==> config.mk <==
export PLATFORM = sky130hd
export DESIGN_NAME = tick_timekeeper_with_encoder_flags_unit
export DESIGN_NICKNAME = d
export VERILOG_FILES = /design/src/design/tkenc_pkg.sv /design/src/design/tkenc_csr.sv /design/src/design/tkenc_core.sv /design/src/design/tick_timekeeper_with_encoder_flags_unit.sv
export SDC_FILE = /design/constraint.sdc
export NUM_CORES = 1
export LEC_CHECK = 0
export BUFFER_PORTS_ARGS = -buffer_cell sky130_fd_sc_hd__buf_2
export CORE_MARGIN = 1.5
export CORE_UTILIZATION = 55
export DETAILED_ROUTE_END_ITERATION = 7
export PLACE_DENSITY = 0.77
export SYNTH_ARGS = -nofsm -noshare
export SYNTH_HDL_FRONTEND = slang
export SYNTH_HIERARCHICAL = 1
export SYNTH_SLANG_ARGS = --single-unit
==> constraint.sdc <==
create_clock -name clock -period 9.3 [get_ports clock]
set_clock_uncertainty 0.2 [all_clocks]
set_input_delay 1.395 -clock clock [delete_from_list [all_inputs] [get_ports clock]]
set_output_delay 1.395 -clock clock [all_outputs]
set_load 0.01 [all_outputs]
==> src/design/tkenc_pkg.sv <==
package tkenc_pkg;

   typedef enum logic [1:0] {
      CMD_TICK      = 2'd0,
      CMD_READ_MS   = 2'd1,
      CMD_READ_US   = 2'd2,
      CMD_TEST_FLAG = 2'd3
   } command_type;

   // event flag bit positions
   localparam logic [2:0] FLAG_COUNT_DOWN = 3'd0;
   localparam logic [2:0] FLAG_COUNT_UP   = 3'd1;
   localparam logic [2:0] FLAG_RELEASED   = 3'd2;
   localparam logic [2:0] FLAG_PRESSED    = 3'd3;
   localparam logic [2:0] FLAG_BUTTON     = 3'd4;

   // configuration register indexes
   localparam logic [1:0] REG_MILLI_STEP    = 2'd0;
   localparam logic [1:0] REG_FRACTION_STEP = 2'd1;
   localparam logic [1:0] REG_MICRO_SHIFT   = 2'd2;

   localparam logic [7:0] MILLI_STEP_RESET    = 8'd1;
   localparam logic [6:0] FRACTION_STEP_RESET = 7'd3;
   localparam logic [2:0] MICRO_SHIFT_RESET   = 3'd2;

   localparam logic [7:0] FRACTION_WRAP   = 8'd125;
   localparam logic [7:0] FRACTION_WRAP_2 = 8'd250;
   localparam logic [7:0] TIMER_TOP       = 8'hFF;

   typedef struct packed {
      logic [7:0] milli_step;
      logic [6:0] fraction_step;
      logic [2:0] micro_shift;
   } cfg_type;

   typedef struct packed {
      command_type command;
      logic [2:0]  pin_levels;
      logic [7:0]  timer_count;
      logic        overflow_pending;
      logic [2:0]  flag_index;
   } item_type;

   typedef struct packed {
      logic        valid;
      logic [31:0] read_value;
   } result_type;

endpackage

==> src/design/tkenc_csr.sv <==
module tkenc_csr
   import tkenc_pkg::*;
(
   input  logic        clock,
   input  logic        reset,
   input  logic        csr_psel,
   input  logic        csr_penable,
   input  logic        csr_pwrite,
   input  logic [3:0]  csr_paddr,
   input  logic [31:0] csr_pwdata,
   output logic [31:0] csr_prdata,
   output logic        csr_pready,
   output cfg_type     cfg
);

   cfg_type    cfg_ff;
   cfg_type    cfg_in;
   logic       write_en;
   logic [1:0] reg_index;

   assign csr_pready = 1'b1;
   assign write_en   = csr_psel & csr_penable & csr_pwrite & csr_pready;
   assign reg_index  = csr_paddr[3:2];
   assign cfg        = cfg_ff;

   always_comb begin
      cfg_in = cfg_ff;
      if (write_en) begin
         case (reg_index)
            REG_MILLI_STEP:    cfg_in.milli_step    = csr_pwdata[7:0];
            REG_FRACTION_STEP: cfg_in.fraction_step = csr_pwdata[6:0];
            REG_MICRO_SHIFT:   cfg_in.micro_shift   = csr_pwdata[2:0];
            default: ;
         endcase
      end
   end

   always_comb begin
      case (reg_index)
         REG_MILLI_STEP:    csr_prdata = {24'd0, cfg_ff.milli_step};
         REG_FRACTION_STEP: csr_prdata = {25'd0, cfg_ff.fraction_step};
         REG_MICRO_SHIFT:   csr_prdata = {29'd0, cfg_ff.micro_shift};
         default:           csr_prdata = 32'd0;
      endcase
   end

   always_ff @(posedge clock) begin
      if (reset) begin
         cfg_ff.milli_step    <= MILLI_STEP_RESET;
         cfg_ff.fraction_step <= FRACTION_STEP_RESET;
         cfg_ff.micro_shift   <= MICRO_SHIFT_RESET;
      end else begin
         cfg_ff <= cfg_in;
      end
   end

endmodule

==> src/design/tkenc_core.sv <==
module tkenc_core
   import tkenc_pkg::*;
(
   input  logic       clock,
   input  logic       reset,
   input  cfg_type    cfg,
   input  logic       fire,
   input  item_type   item,
   output result_type result
);

   logic [31:0] milli_ff,    milli_in;
   logic [6:0]  frac_ff,     frac_in;
   logic [31:0] overflow_ff, overflow_in;
   logic [2:0]  prev_ff,     prev_in;
   logic [4:0]  flags_ff,    flags_in;

   logic [7:0]  frac_sum;
   logic [7:0]  frac_left;
   logic [1:0]  frac_carry;
   logic [2:0]  cur;
   logic [1:0]  prev_ab;
   logic [1:0]  cur_ab;
   logic [31:0] overflow_seen;
   logic [31:0] timer_total;
   logic        flag_bit;

   // fraction wraps at 125; the sum stays below three wraps
   always_comb begin
      frac_sum = {1'b0, frac_ff} + {1'b0, cfg.fraction_step};
      if (frac_sum >= FRACTION_WRAP_2) begin
         frac_left  = frac_sum - FRACTION_WRAP_2;
         frac_carry = 2'd2;
      end else if (frac_sum >= FRACTION_WRAP) begin
         frac_left  = frac_sum - FRACTION_WRAP;
         frac_carry = 2'd1;
      end else begin
         frac_left  = frac_sum;
         frac_carry = 2'd0;
      end
   end

   assign cur     = ~item.pin_levels;
   assign prev_ab = prev_ff[2:1];
   assign cur_ab  = cur[2:1];

   // a pending overflow at the timer top is already counted
   assign overflow_seen = overflow_ff +
      {31'd0, item.overflow_pending & (item.timer_count != TIMER_TOP)};
   assign timer_total   = {overflow_seen[23:0], item.timer_count} << cfg.micro_shift;

   always_comb begin
      case (item.flag_index)
         FLAG_COUNT_DOWN: flag_bit = flags_ff[FLAG_COUNT_DOWN];
         FLAG_COUNT_UP:   flag_bit = flags_ff[FLAG_COUNT_UP];
         FLAG_RELEASED:   flag_bit = flags_ff[FLAG_RELEASED];
         FLAG_PRESSED:    flag_bit = flags_ff[FLAG_PRESSED];
         FLAG_BUTTON:     flag_bit = flags_ff[FLAG_BUTTON];
         default:         flag_bit = 1'b0;
      endcase
   end

   always_comb begin
      milli_in          = milli_ff;
      frac_in           = frac_ff;
      overflow_in       = overflow_ff;
      prev_in           = prev_ff;
      flags_in          = flags_ff;
      result.valid      = 1'b0;
      result.read_value = 32'd0;
      case (item.command)
         CMD_TICK: begin
            milli_in    = milli_ff + {24'd0, cfg.milli_step} + {30'd0, frac_carry};
            frac_in     = frac_left[6:0];
            overflow_in = overflow_ff + 32'd1;
            prev_in     = cur;
            flags_in[FLAG_BUTTON] = cur[0];
            if (cur[0] & ~prev_ff[0]) begin
               flags_in[FLAG_PRESSED] = 1'b1;
            end
            if (~cur[0] & prev_ff[0]) begin
               flags_in[FLAG_RELEASED] = 1'b1;
            end
            // one count per detent: AB 00 to 01 up, 01 to 00 down
            if (prev_ab == 2'b00 && cur_ab == 2'b01) begin
               flags_in[FLAG_COUNT_UP] = 1'b1;
            end else if (prev_ab == 2'b01 && cur_ab == 2'b00) begin
               flags_in[FLAG_COUNT_DOWN] = 1'b1;
            end
         end
         CMD_READ_MS: begin
            result.valid      = 1'b1;
            result.read_value = milli_ff;
         end
         CMD_READ_US: begin
            result.valid      = 1'b1;
            result.read_value = timer_total;
         end
         CMD_TEST_FLAG: begin
            result.valid      = 1'b1;
            result.read_value = {31'd0, flag_bit};
            if (flag_bit && item.flag_index != FLAG_BUTTON) begin
               case (item.flag_index)
                  FLAG_COUNT_DOWN: flags_in[FLAG_COUNT_DOWN] = 1'b0;
                  FLAG_COUNT_UP:   flags_in[FLAG_COUNT_UP]   = 1'b0;
                  FLAG_RELEASED:   flags_in[FLAG_RELEASED]   = 1'b0;
                  FLAG_PRESSED:    flags_in[FLAG_PRESSED]    = 1'b0;
                  default: ;
               endcase
            end
         end
         default: ;
      endcase
   end

   always_ff @(posedge clock) begin
      if (reset) begin
         milli_ff    <= 32'd0;
         frac_ff     <= 7'd0;
         overflow_ff <= 32'd0;
         prev_ff     <= 3'd0;
         flags_ff    <= 5'd0;
      end else if (fire) begin
         milli_ff    <= milli_in;
         frac_ff     <= frac_in;
         overflow_ff <= overflow_in;
         prev_ff     <= prev_in;
         flags_ff    <= flags_in;
      end
   end

endmodule

==> src/design/tick_timekeeper_with_encoder_flags_unit.sv <==
// Millisecond timekeeper with button and quadrature encoder event flags.
// Request channel (req_*): one transfer per command. tuser carries the
// command (tick, read milliseconds, read microseconds, test flag); tdata
// carries the sampled pins, timer count, pending overflow and flag index.
// A tick advances the millisecond, fraction and overflow counters and
// updates the event flags from the pins; it produces no response.
// Every other command produces one response transfer on rsp_* holding
// the 32-bit read value.
// A request enters an input register and executes from there, loading
// the output register that drives rsp_tvalid. Throughput: one request
// per cycle unless a read waits on a full output register, set by the
// single execute stage; the next request is taken while a finished
// response still waits.
// When the receiver stalls, the response holds in the output register and
// further reads back up into the input register, then req_tready drops.
// Ticks keep executing during a stall since they need no output slot.
// Reset clears all counters and flags and sets the step registers to
// 1 ms, 3 fraction units and a shift of 2. Configure only while idle.
module tick_timekeeper_with_encoder_flags_unit
   import tkenc_pkg::*;
(
   input  logic        clock,
   input  logic        reset,
   // request
   input  logic        req_tvalid,
   output logic        req_tready,
   input  logic [15:0] req_tdata,  // pin_levels[2:0], timer_count[10:3],
                                   // overflow_pending[11], flag_index[14:12]
   input  logic [1:0]  req_tuser,  // command[1:0]
   // response
   output logic        rsp_tvalid,
   input  logic        rsp_tready,
   output logic [31:0] rsp_tdata,  // read_value[31:0]
   // configuration
   input  logic        csr_psel,
   input  logic        csr_penable,
   input  logic        csr_pwrite,
   input  logic [3:0]  csr_paddr,
   input  logic [31:0] csr_pwdata,
   output logic [31:0] csr_prdata,
   output logic        csr_pready
);

   cfg_type     cfg;
   item_type    item_ff,      item_in;
   logic        item_valid_ff, item_valid_in;
   logic        rsp_valid_ff,  rsp_valid_in;
   logic [31:0] rsp_data_ff,   rsp_data_in;
   result_type  result;
   logic        out_free;
   logic        fire;
   logic        req_take;

   tkenc_csr u_csr (
      .clock       (clock),
      .reset       (reset),
      .csr_psel    (csr_psel),
      .csr_penable (csr_penable),
      .csr_pwrite  (csr_pwrite),
      .csr_paddr   (csr_paddr),
      .csr_pwdata  (csr_pwdata),
      .csr_prdata  (csr_prdata),
      .csr_pready  (csr_pready),
      .cfg         (cfg)
   );

   tkenc_core u_core (
      .clock  (clock),
      .reset  (reset),
      .cfg    (cfg),
      .fire   (fire),
      .item   (item_ff),
      .result (result)
   );

   assign out_free   = ~rsp_valid_ff | rsp_tready;
   assign fire       = item_valid_ff & ((item_ff.command == CMD_TICK) | out_free);
   assign req_tready = ~item_valid_ff | fire;
   assign req_take   = req_tvalid & req_tready;

   assign rsp_tvalid = rsp_valid_ff;
   assign rsp_tdata  = rsp_data_ff;

   always_comb begin
      item_in                  = item_ff;
      item_in.command          = command_type'(req_tuser);
      item_in.pin_levels       = req_tdata[2:0];
      item_in.timer_count      = req_tdata[10:3];
      item_in.overflow_pending = req_tdata[11];
      item_in.flag_index       = req_tdata[14:12];
   end

   always_comb begin
      item_valid_in = item_valid_ff;
      if (req_take) begin
         item_valid_in = 1'b1;
      end else if (fire) begin
         item_valid_in = 1'b0;
      end
   end

   always_comb begin
      rsp_valid_in = rsp_valid_ff;
      rsp_data_in  = rsp_data_ff;
      if (rsp_valid_ff && rsp_tready) begin
         rsp_valid_in = 1'b0;
      end
      // load a fresh response; fire only passes a read when the slot is free
      if (fire && result.valid) begin
         rsp_valid_in = 1'b1;
         rsp_data_in  = result.read_value;
      end
   end

   always_ff @(posedge clock) begin
      if (reset) begin
         item_valid_ff <= 1'b0;
         rsp_valid_ff  <= 1'b0;
      end else begin
         item_valid_ff <= item_valid_in;
         rsp_valid_ff  <= rsp_valid_in;
      end
   end

   always_ff @(posedge clock) begin
      if (req_take) begin
         item_ff <= item_in;
      end
      rsp_data_ff <= rsp_data_in;
   end

endmodule
; Word level (Yosys, flattened, before mapping)
; Cells that the tools add are included.
[word_totals]
reg_bits = 148
out_inout_bits = 67
elab_cells = 111
[op_classes]
add_sub_neg = 7
order_cmp = 2
n_eq_ne = 23
shifts = 1
mux = 22
n_bitwise = 15
reduce_logical = 21
[op_table]
columns = op, count
row1 = 33-bit case mux with 3 select lines, 1
row2 = 32-bit by 1-bit adder with 32-bit output (second input constant), 1
row3 = 32-bit by 2-bit adder with 32-bit output, 1
row4 = 32-bit by 8-bit adder with 32-bit output, 1
row5 = 32-bit by 3-bit left shift with 32-bit output, 1
row6 = 24-bit by 1-bit adder with 24-bit output, 1
row7 = 8-bit case mux with 3 select lines, 1
row8 = 5-bit AND reduction, 3
row9 = 1-bit 2-to-1 mux, 14
row10 = 7-bit 2-to-1 mux, 2
row11 = 7-bit subtractor (second input constant), 2
row12 = 2-bit by 1-bit inequality test with 1-bit output (second input constant), 5
row13 = 2-bit inequality test (second input constant), 5
row14 = 7-bit by 7-bit adder with 8-bit output, 1
row15 = 2-bit by 1-bit equality test with 1-bit output (second input constant), 4
row16 = 8-bit by 7-bit greater-or-equal comparator with 1-bit output (second input constant), 1
row17 = 8-bit greater-or-equal comparator (second input constant), 1
row18 = 2-bit logical NOT, 4
row19 = 8-bit inequality test (second input constant), 1
row20 = 4-bit case mux with 2 select lines, 1
row21 = 2-bit AND reduction, 4
row22 = 1-bit AND, 7
row23 = 2-bit equality test (second input constant), 3
row24 = 3-bit by 2-bit equality test with 1-bit output (second input constant), 2
row25 = other kinds (13), 24

; Longest topological paths before layout
[depth]
word_depth = 7
ltp_mapped = 20
mapped_depth_nobuf = 20

; Hierarchy
; The synthesis kept the hierarchy.
[by_module_without_submodules]
columns = module, n_inst, cells_per_inst, area_per_inst_um2
row1 = tkenc_core, 1, 821, 6309.8
row2 = tick_timekeeper_with_encoder_flags_unit, 1, 64, 1615.3
row3 = tkenc_csr, 1, 122, 1112.3

; Least setup slack after synthesis
; No wires, ideal clock.
[synth_path]
kind = reg2reg
startpoint = register u_csr.cfg_ff, in the netlist u_csr/cfg[3]
endpoint = register u_core.milli_ff[31]
setup_time_ns = 0.070
arrival_ns = 4.843
required_time_ns = 9.030
setup_slack_ns = 4.187
path_stages_with_launch = 21
path_buffers = 0
period_less_slack_ns = 5.113
path_cell_list = dfxtp_1 ha_1 fa_1 a211oi_2 o211a_1 a2111oi_4 nor4_2 a21o_1 nand2_1 fa_1 inv_1 ha_1 inv_1 fa_1 nor2b_1 o21ai_0 a21boi_0 o21a_1 o2111ai_1 or3_1 a21oi_1
[synth_between]
elab_chain_cells = 5
[synth_lines]
columns = element, line
row1 = from (decl), tkenc_csr.sv:16  ; cfg_type cfg_ff;
row2 = from (signal assigned), tkenc_csr.sv:53  ; cfg_ff <= cfg_in;
row3 = 7-bit by 7-bit adder with 8-bit output *, tkenc_core.sv:30  ; frac_sum = {1'b0, frac_ff} + {1'b0, cfg.fraction_step};
row4 = 8-bit by 7-bit greater-or-equal comparator with 1-bit output, tkenc_core.sv:34  ; end else if (frac_sum >= FRACTION_WRAP) begin
row5 = 1-bit 2-to-1 mux, tkenc_core.sv:34
row6 = 2-bit 2-to-1 mux *, tkenc_core.sv:31  ; if (frac_sum >= FRACTION_WRAP_2) begin
row7 = 32-bit by 2-bit adder with 32-bit output *, tkenc_core.sv:73  ; milli_in = milli_ff + {24'd0, cfg.milli_step} + {30'd0, frac_carry};
row8 = to (signal assigned), tkenc_core.sv:124  ; milli_ff <= milli_in;
row9 = to (decl), tkenc_core.sv:12  ; logic [31:0] milli_ff, milli_in;
; Mark *: on every way between the ends. The rest lies on a longest branch, timed or not.
; A chain may end at the register's enable or synchronous reset.

; Worst setup path in the final report
; Ends and elaborated chain as after synthesis.

==> flow_metrics.tcl <==
set metrics [dict create \
    outcome "complete, no violations" \
    ys_ff_latch 139 \
    cts_resized 0 \
    netlist_instances 1007 \
    syn2layout_area_growth_pct 10.80 \
    htree_levels 4 \
    drc_errors 0 \
    cp_cell_sequence "ha_1 > fa_1 > a211oi_2 > o211a_1 > a2111oi_4 > nor4_2 > a21o_1 > nand2_1 > fa_1 > inv_1 > ha_1 > inv_1 > fa_1 > nor2b_1 > o21ai_0 > a21boi_0 > o21a_1 > o2111ai_1 > or3_1 > a21oi_1" \
    clkLatencyLatePin_ns 0.42 \
    grtUsageTotal_pct 24.83 \
    criticalPathCategory "flip-flop to flip-flop" \
    clock_path_buffers 2 \
    post-route-cell-area_um2 10010 \
    place_congestion 0.8845 \
    post_cts_buffers 0 \
    drive_above_1_share_pct 14.73 \
    drv_cap 0 \
    yosysMostFrequentCell "nand2_1" \
    synth.area.top_cells "dfxtp_1 (20%), edfxtp_1 (16%), mux2i_1 (6.6%)" \
    worstPathRequired_ns 9.44 \
    hold_slack_ns 0.2566 \
    power_frac_clock_pct 49.7 \
    slew-limit-headroom_pct 30.03 \
    power_mw 1.496 \
    critPathSlowestCell "nor4_2" \
    grt_pass1_vias 7106 \
    power_density_nw_per_um2 149.4 \
    p_switching_mw 0.3397 \
    start_util_pct 56.69 \
    placed_area_um2 9366 \
    synth_common_cells "nand2_1 (105), nor2_1 (93), dfxtp_1 (90)" \
    met2_length_um 10330 \
    p_seq_share_pct 43.7 \
    power_leakage_nw 3.874 \
    num_rows 46 \
    fin_crit_sh_pct 64.83 \
    synth_top_area_cell "dfxtp_1" \
    synth_top_area_share_pct 19.94 \
    die_h_um 131.2 \
    coreArea_um2 15940 \
    wl_met3_um 1113 \
    drtPass1Iterations 5 \
    clkTransAtPathRegs_ns 0.06 \
    grt_max_degree 96 \
    die_area_um2 17210 \
    ys_warn_count 6 \
    die_w_um 131.2 \
    n_antenna_cell 0 \
    port_buffers 75 \
    cts_tree "done" \
    drv_slew 0 \
    ys_types 88 \
    met1_length_um 9439 \
    crit_fanout 9 \
    slowest_delay_ns 0.64 \
    cts_inserted_buffers 17 \
    max_freq_mhz 165.9 \
    drt_wl_total_um 21380 \
    io_pins 128 \
    post-dp-hpwl_um 14900 \
    nets 1141 \
    antenna_found_initial 0 \
    power.internal_mw 1.156 \
    finalSetupViolCount 0 \
    critPathArrivalTime_ns 6.17 \
    num-fill-cells 1373 \
    crit_path_end_kind "flip-flop" \
    synth_edf_count 49 \
    synth-async-reset-ratio_pct 0 \
    syn_area_um2 9037 \
    rsz0062_at_grt "no" \
    path_common_cell "fa_1" \
    min_period_ns 6.029 \
    drt-initial-drc-count 652 \
    viasPerCell 5.980 \
    setup_tns_ns 0 \
    grt_first_pass_wirelength_um 34800 \
    syn_area_per_cell_um2 8.975 \
    hold_buffers 0 \
    switching_share_pct 22.70 \
    top_layer "met4" \
    finalHoldViolCount 0 \
    irDropWorstVdd_v 0.0001264 \
    power_frac_comb_pct 6.5 \
    wl_per_cell_um 16.77 \
    gr-total-overflow 0 \
    worst_slew_pin_slew_ns 1.047 \
    cts_root_buffer "clkbuf_16" \
    ant_nets 0 \
    r2r_setup_slack_ns 3.27 \
    vias 7625 \
    hold_class "flip-flop to flip-flop" \
    cts_sinks 139 \
    yosysSeqAreaShare_pct 36.22 \
    crit_path_start_kind "flip-flop" \
    synthFlopType "dfxtp_1" \
]
[per-stage QoR]
step | setup WS [ns] | util, % | instances
after floorplan | 4.187 | - | 1030
after global placement | 3.542 | 58.75 | 1243
after detailed placement | 3.479 | 58.75 | 1243
after CTS | 3.399 | 62.81 | 1275
after global routing | 2.824 | 62.81 | 1275
final | 3.271 | 62.81 | 1275
[state kept, by name (all words and copies together), names as in the netlist]
name,cells
item_ff,17
item_valid_ff,1
rsp_tdata,32
rsp_tvalid,1
u_core/flags_ff,4
u_core/frac_ff,7
u_core/milli_ff,32
u_core/overflow_ff,24
u_core/prev_ff,3
u_csr/cfg,18
[power groups by stage]
stage | sequential (mW) | combinational (mW) | clock [mW]
after global routing | 0.656 | 0.106 | 0.781
after floorplan | 0.665 | 0.0735 | 0
after detailed placement | 0.667 | 0.0957 | 0
after CTS | 0.654 | 0.0967 | 0.754
final | 0.654 | 0.0979 | 0.744
after global placement | 0.667 | 0.0946 | 0
[layer usage]
layer	track usage, %	vias up
li1	-	3704
met1	31.93	3630
met2	41.65	255
met3	4.707	36
met4	8.926	0
met5	0	-
[final timing paths]
path,startpoint,to,cells past startpoint
worst max-delay path,u_csr/cfg[3]$_SDFFE_PP1P_,u_core/milli_ff[31]$_SDFFE_PP0P_,20
worst min-delay path,item_ff[14]$_DFFE_PP_,u_core/prev_ff[2]$_SDFFE_PP0P_,1
worst max register to register,u_csr/cfg[3]$_SDFFE_PP1P_,u_core/milli_ff[31]$_SDFFE_PP0P_,20
worst min register to register,item_ff[14]$_DFFE_PP_,u_core/prev_ff[2]$_SDFFE_PP0P_,1
[area by class of cell]
class | count | area (µm²) | area share (%)
Inverter | 26 | 97.59 | 0.9746
Tap cell | 216 | 270.3 | 2.699
Clock buffer | 18 | 429.2 | 4.286
Timing Repair Buffer | 82 | 427.9 | 4.273
Multi-Input combinational cell | 780 | 5295 | 52.88
Sequential cell | 139 | 3276 | 32.71
Clock inverter | 14 | 217.7 | 2.174
[cell usage in the layout (no fill, tap or decap), types with 7 or more instances in the layout]
cell / n
a211oi_1: 14
a21oi_1: 42
a22o_1: 10
and3_1: 10
buf_2: 75
buf_4: 7
clkbuf_16: 17
conb_1: 25
dfxtp_1: 88
edfxtp_1: 49
ha_1: 30
inv_1: 26
mux2i_1: 60
nand2_1: 105
nand2b_1: 27
nand3_1: 22
nand4_1: 12
nor2_1: 93
nor2b_1: 12
nor3_1: 19
nor4_1: 10
o21a_1: 9
o21ai_0: 49
o221ai_1: 8
o31ai_1: 11
or3_1: 10
or4_1: 9
xnor2_1: 35
xor2_1: 17
[worst max-delay path, delay by kind of cell, from the launching register on]
kind	cells	cell delay, ns
adder cells (fa/ha/maj)	5	1.57
buffers and inverters	2	0.13
AO/OA/AOI/OAI	9	2.35
AND/OR/NAND/NOR	4	1.38
flip-flops	1	0.33
[cell families after synthesis]
kind of cell | count (synthesis) | synth area share (%)
AO/OA/AOI/OAI | 223 | 17.33
XOR/XNOR | 52 | 5.039
adder cells (fa/ha/maj) | 34 | 5.039
buffers and inverters | 111 | 6.368
flip-flops | 139 | 36.22
multiplexers | 69 | 8.141
other | 2 | 0.08310
AND/OR/NAND/NOR | 377 | 21.78
No activity file was read; power rests on OpenSTA's default activity.
